`src/assert_macros.svh`:
```
// Assertion macros shared by the averager RTL.
// Expects clk and rst_n in the scope where a macro is used.
`ifndef ASSERT_MACROS_SVH
`define ASSERT_MACROS_SVH

// Checked on every rising edge outside reset.
`define ACRA_ASSERT(lbl, prop, msg) \
    lbl: assert property (@(posedge clk) disable iff (!rst_n) (prop)) else $error(msg);

// Checked on every rising edge, during reset too.
`define ACRA_ASSERT_ALWAYS(lbl, prop, msg) \
    lbl: assert property (@(posedge clk) (prop)) else $error(msg);

`endif

```
`src/acra_pkg.sv`:
```
`timescale 1ns / 1ps
// Shared types, constants and register map of the count-rate averager.
// No dependencies; the controller, datapath and top level import this package.
package acra_pkg;

    localparam int COUNT_W     = 20;
    localparam int FRAC_W      = 8;
    localparam int RATE_W      = COUNT_W + FRAC_W;
    localparam int FACTOR_W    = 24;
    localparam int FACTOR_FRAC = 16;
    localparam int BG_W        = 32;
    localparam int UNIT_W      = 2;
    localparam int DISP_W      = 32;
    localparam int CNT_W       = 3;
    localparam int V_W         = RATE_W + FACTOR_W - FACTOR_FRAC;
    localparam int UNIT1_NUM   = 116;
    localparam int UNIT1_DEN   = 100;
    localparam int UNIT_PROD_W = V_W + $clog2(UNIT1_NUM + 1);
    localparam int RATIO_DEN   = 10;
    localparam int RISE_NUM    = 13;
    localparam int FALL_NUM    = 7;
    localparam int CMP_W       = RATE_W + 4;

    localparam int DEF_WINDOW_LENGTH = 60;
    localparam int DEF_FAST_LIMIT    = 5;

    localparam int DATA_W     = 32;
    localparam int REG_ADDR_W = 4;

    localparam logic [COUNT_W-1:0]  THRESHOLD_RST  = COUNT_W'(10);
    localparam logic [FACTOR_W-1:0] FACTOR_RST     = FACTOR_W'(65536);
    localparam logic [BG_W-1:0]     BACKGROUND_RST = '0;

    typedef enum logic [1:0] {
        REG_THRESHOLD  = 2'd0,
        REG_FACTOR     = 2'd1,
        REG_BACKGROUND = 2'd2,
        REG_UNIT       = 2'd3
    } reg_idx_t;

    typedef enum logic [UNIT_W-1:0] {
        UNIT_CPS    = 2'd0,
        UNIT_SVH    = 2'd1,
        UNIT_SCALED = 2'd2
    } unit_t;

    typedef enum logic [3:0] {
        ST_CLEAR,
        ST_IDLE,
        ST_UPDATE,
        ST_FILL,
        ST_AVG_START,
        ST_AVG_WAIT,
        ST_MUL,
        ST_SCALE,
        ST_UNIT_START,
        ST_UNIT_WAIT,
        ST_OUT
    } state_t;

    typedef struct packed {
        logic [COUNT_W-1:0]  threshold;
        logic [FACTOR_W-1:0] factor;
        logic [BG_W-1:0]     background;
        logic [UNIT_W-1:0]   unit;
    } cfg_t;

    typedef struct packed {
        logic accept;
        logic clear_step;
        logic fill_step;
        logic ring_write;
        logic div_start;
        logic div_unit;
        logic mul_step;
        logic scale_step;
        logic load_result;
    } cmd_t;

    typedef struct packed {
        logic fill_last;
        logic refill;
        logic unit_one;
        logic div_idle;
        logic result_free;
    } status_t;

endpackage

```
`src/acra_ctrl.sv`:
```
`timescale 1ns / 1ps
// Controller: sequences ring update or refill, averaging, scaling and
// result hand-off. Depends on acra_pkg.
`include "assert_macros.svh"

module acra_ctrl
    import acra_pkg::*;
(
    input  logic    clk,
    input  logic    rst_n,
    input  logic    pulse_valid,
    output logic    pulse_ready,
    input  status_t status,
    output cmd_t    cmd
);

    state_t state_reg, state_next;

    always_ff @(posedge clk or negedge rst_n)
    begin
        if (!rst_n)
            state_reg <= ST_CLEAR;
        else
            state_reg <= state_next;
    end

    always_comb
    begin
        state_next = state_reg;
        unique case (state_reg)
            ST_CLEAR:
                if (status.fill_last)
                    state_next = ST_IDLE;
            ST_IDLE:
                if (pulse_valid)
                    state_next = ST_UPDATE;
            ST_UPDATE:
                state_next = status.refill ? ST_FILL : ST_AVG_START;
            ST_FILL:
                if (status.fill_last)
                    state_next = ST_AVG_START;
            ST_AVG_START:
                state_next = ST_AVG_WAIT;
            ST_AVG_WAIT:
                if (status.div_idle)
                    state_next = ST_MUL;
            ST_MUL:
                state_next = ST_SCALE;
            ST_SCALE:
                state_next = status.unit_one ? ST_UNIT_START : ST_OUT;
            ST_UNIT_START:
                state_next = ST_UNIT_WAIT;
            ST_UNIT_WAIT:
                if (status.div_idle)
                    state_next = ST_OUT;
            ST_OUT:
                if (status.result_free)
                    state_next = ST_IDLE;
            default:
                state_next = ST_IDLE;
        endcase
    end

    always_comb
    begin
        cmd             = '0;
        cmd.accept      = (state_reg == ST_IDLE) && pulse_valid;
        cmd.clear_step  = (state_reg == ST_CLEAR);
        cmd.ring_write  = (state_reg == ST_UPDATE) && !status.refill;
        cmd.fill_step   = (state_reg == ST_FILL);
        cmd.div_start   = (state_reg == ST_AVG_START) || (state_reg == ST_UNIT_START);
        cmd.div_unit    = (state_reg == ST_UNIT_START);
        cmd.mul_step    = (state_reg == ST_MUL);
        cmd.scale_step  = (state_reg == ST_SCALE);
        cmd.load_result = (state_reg == ST_OUT) && status.result_free;
        pulse_ready     = (state_reg == ST_IDLE);
    end

    `ACRA_ASSERT(a_idle_div_free, (state_reg == ST_IDLE) |-> status.div_idle, "divider busy while idle")
    `ACRA_ASSERT(a_avg_after_div, (state_reg == ST_MUL) |-> ($past(state_reg) == ST_AVG_WAIT), "average taken without divide")

endmodule

```
`config.mk`:
```
export PLATFORM = sky130hd
export DESIGN_NAME = acra_ctrl
export DESIGN_NICKNAME = d
export VERILOG_FILES = /design/src/acra_pkg.sv /design/src/acra_ctrl.sv
export VERILOG_INCLUDE_DIRS = /design/src /design/src/src
export SDC_FILE = /design/constraint.sdc
export NUM_CORES = 1
export LEC_CHECK = 0
export ABC_AREA = 1
export BUFFER_PORTS_ARGS = -buffer_cell sky130_fd_sc_hd__buf_2
export CORE_AREA = 4 4 41 43
export CTS_CLUSTER_DIAMETER = 150
export DETAILED_ROUTE_END_ITERATION = 16
export DIE_AREA = 0 0 45 47
export PLACE_DENSITY = 0.71
export SETUP_SLACK_MARGIN = 0.5
export SLEW_MARGIN = 20
export SYNTH_ARGS = -nofsm -noshare
export SYNTH_HDL_FRONTEND = slang
export SYNTH_SLANG_ARGS = --single-unit
```
`constraint.sdc`:
```
create_clock -name clk -period 1.59 [get_ports clk]
set_input_delay 0.159 -clock clk [delete_from_list [all_inputs] [get_ports clk]]
set_output_delay 0.159 -clock clk [all_outputs]
set_load 0.005 [all_outputs]
```
==> results.yml <==
status:
  outcome: "complete, no violations"
finish:
  syn_to_final_growth_pct: 78.06
  drive_above_1_share_pct: 67.80
  largest_reg_flops: 4
  post-route-util_pct: 67.12
  insertedDiodeCount: 0
  final_nets: 128
  layoutNonFillerInstCount: 133
place:
  place.gp.congestion: 0.8513
  dp_hpwl_um: 886.9
  portBuffers: 17
  dp.cells: 114
setup_path:
  crit_required_ns: 1.43
  worstSetupEndpointType: "output pin"
  reg2reg_from: "state_reg[1]"
  regToRegSetupSlack_ns: 0.27
  crit-reg2reg-capture: "state_reg[1]"
  ff2ff_path_depth: 9
  critPathKind: "flip-flop to output pin"
  critPathMaxFanout: 6
  cp.arrival_ns: 1.25
  startpoint_type: "flip-flop"
timing:
  drv_slew: 0
  skew_ns: 0.001866
  timing.final.crit_share_pct: 88.57
  fin_setup_tns_ns: 0
  hold_viol_final: 0
  rsz0062_at_grt: "yes"
  finalCriticalPeriod_ns: 1.408
  fmax_mhz: 710.1
  relSlewSlack_pct: 79.82
  worstMarginPinSlew_ns: 0.3026
  final-setup-viol-count: 0
logic_synthesis:
  syn_nets: 91
  synth_common_cells: "nand2_1, inv_1, inv_2, nor2_1, nand2_2"
  synth-seq-cells: 4
  yosys.area.top_type: "nand2_1"
  synth_edf_count: 0
  ys_warn_count: 0
  synth_top_area_share_pct: 21.43
  syn_area_per_cell_um2: 5.909
  yosysMostFrequentCell: "nand2_1"
  synth_ff_type: "dfrtp_1"
  syn_area_um2: 490.5
  ys_types: 18
  synth_top_cells_by_area: "nand2_1, dfrtp_1, inv_1"
  netlist_instances: 83
  synth-async-reset-ratio_pct: 100.0
  seq_area_frac_synth_pct: 20.41
floorplan:
  dieArea_um2: 2115
  io_pins: 18
  core_area_um2: 1301
  start_util_pct: 37.69
  dieWidth_um: 45
  die_h_um: 47
  row_count: 13
worst_hold_path:
  hold_class: "input pin to flip-flop"
  holdPathEnd: "state_reg[2]"
  hold_depth: 4
  min-delay-start: "status[1]"
routing:
  vias: 627
  viasPerCell: 4.714
  wl_mm: 1.535
  wl_per_cell_um: 11.54
  drtIter0Drc: 12
  drc: 0
  dr.pass1.iters: 4
  drtAntennaViolNets: 0
grt:
  grt_first_pass_wirelength_mm: 2.021
  grt_use_total_pct: 13.06
  grt_overflow: 0
  antenna_found_initial: 0
  grt_pass1_vias: 508
  grt_max_degree: 7
clocking:
  htree_num_levels: 1
  clk_latency_ns: 0.23
  cts_root_buffer: "clkbuf_4"
  path_clk_slew_ns: 0.04
  numCtsBuffers: 3
  tritoncts: "built"
  clock-sinks: 4
  cts_buffer_depth: 2
power_and_ir_drop:
  p_leak_nw: 0.5271
  ir_drop_uv: 1190
  powerDensity_nw_per_um2: 2100
job:
  drv_cap: 0
==> stage by stage <==
step                      hold slack (ns)  total power, mW  setup slack (ns)  instance area (um^2)
after global routing               0.2268            1.984            0.1384                 873.3
after global placement           -0.03646            1.066            0.2890                 593.1
after detailed placement         -0.03710            1.067            0.2657                 593.1
after floorplan                   -0.1366           0.8960            0.4685                 500.5
after CTS                          0.2232            1.416            0.2200                 719.4
final                              0.2157            1.834            0.1818                 873.3
==> worst max path at each step <==
stage	slack (ns)	from	cells after the start	to
5_1_grt	0.14	state_reg[2]	5	cmd[8]
3_5_place_dp	0.27	state_reg[1]	9	state_reg[0]
3_3_place_gp	0.29	state_reg[1]	8	state_reg[1]
6_report	0.18	state_reg[1]	5	cmd[2]
2_1_floorplan	0.47	state_reg[2]	8	state_reg[0]
4_1_cts	0.22	state_reg[3]	6	cmd[5]
==> power by group <==
part / switching, mW / internal, mW
Combinational: 0.755 / 0.667
Sequential: 0.127 / 0.160
Clock: 0.0392 / 0.0843
Total: 0.922 / 0.912
==> worst max-delay path: stages, from the launching register on <==
cell and delay (ns):
dfrtp_2 0.54, inv_2 0.10, nor2_4 0.15, nand2_2 0.09, inv_2 0.05, buf_2 0.10
==> cell families after synthesis <==
| kind of cell | count (synthesis) | share of synthesized area, % |
|---|---|---|
| and+or+nand+nor | 54 | 57.40 |
| DFF | 4 | 20.41 |
| AOI/OAI and AO/OA | 3 | 3.827 |
| buffers and inverters | 22 | 18.37 |
==> per-layer routing <==
layer	share of wire, %	vias to the layer above	global-route usage (%)
met5	0	-	0
met4	2.0	0	5.263
met3	6.3	4	2.682
met2	53	27	20.90
met1	39	276	17.16
li1	-	320	-
==> cells in the final DEF, fill, tap and decap left out, drive strengths merged <==
master       count
nand2           34
buf             32
inv             21
nor2            11
nand3            6
dfrtp            4
clkbuf           3
nor3             2
o211ai           1
o22ai            1
o21ai            1
nand4            1
dlygate4sd3      1
==> cell type report <==
cell class                 instances  area, um^2
tap                               15       18.77
multi-input combinational         57       406.6
sequential                         4       105.1
inverter                          21       81.33
clock buffer                       3       22.52
timing repair buffer              33       239.0
fill                             104       427.9
==> timing repair <==
item,4_1_cts,5_1_grt
setup buffers,9,6
gates resized for setup,11,32
cloned,0,0
pin swaps,5,14
hold buffers,1,0
hold endpoints to repair,4,0
setup endpoints to repair,14,14
No activity file was read; power rests on OpenSTA's default activity.
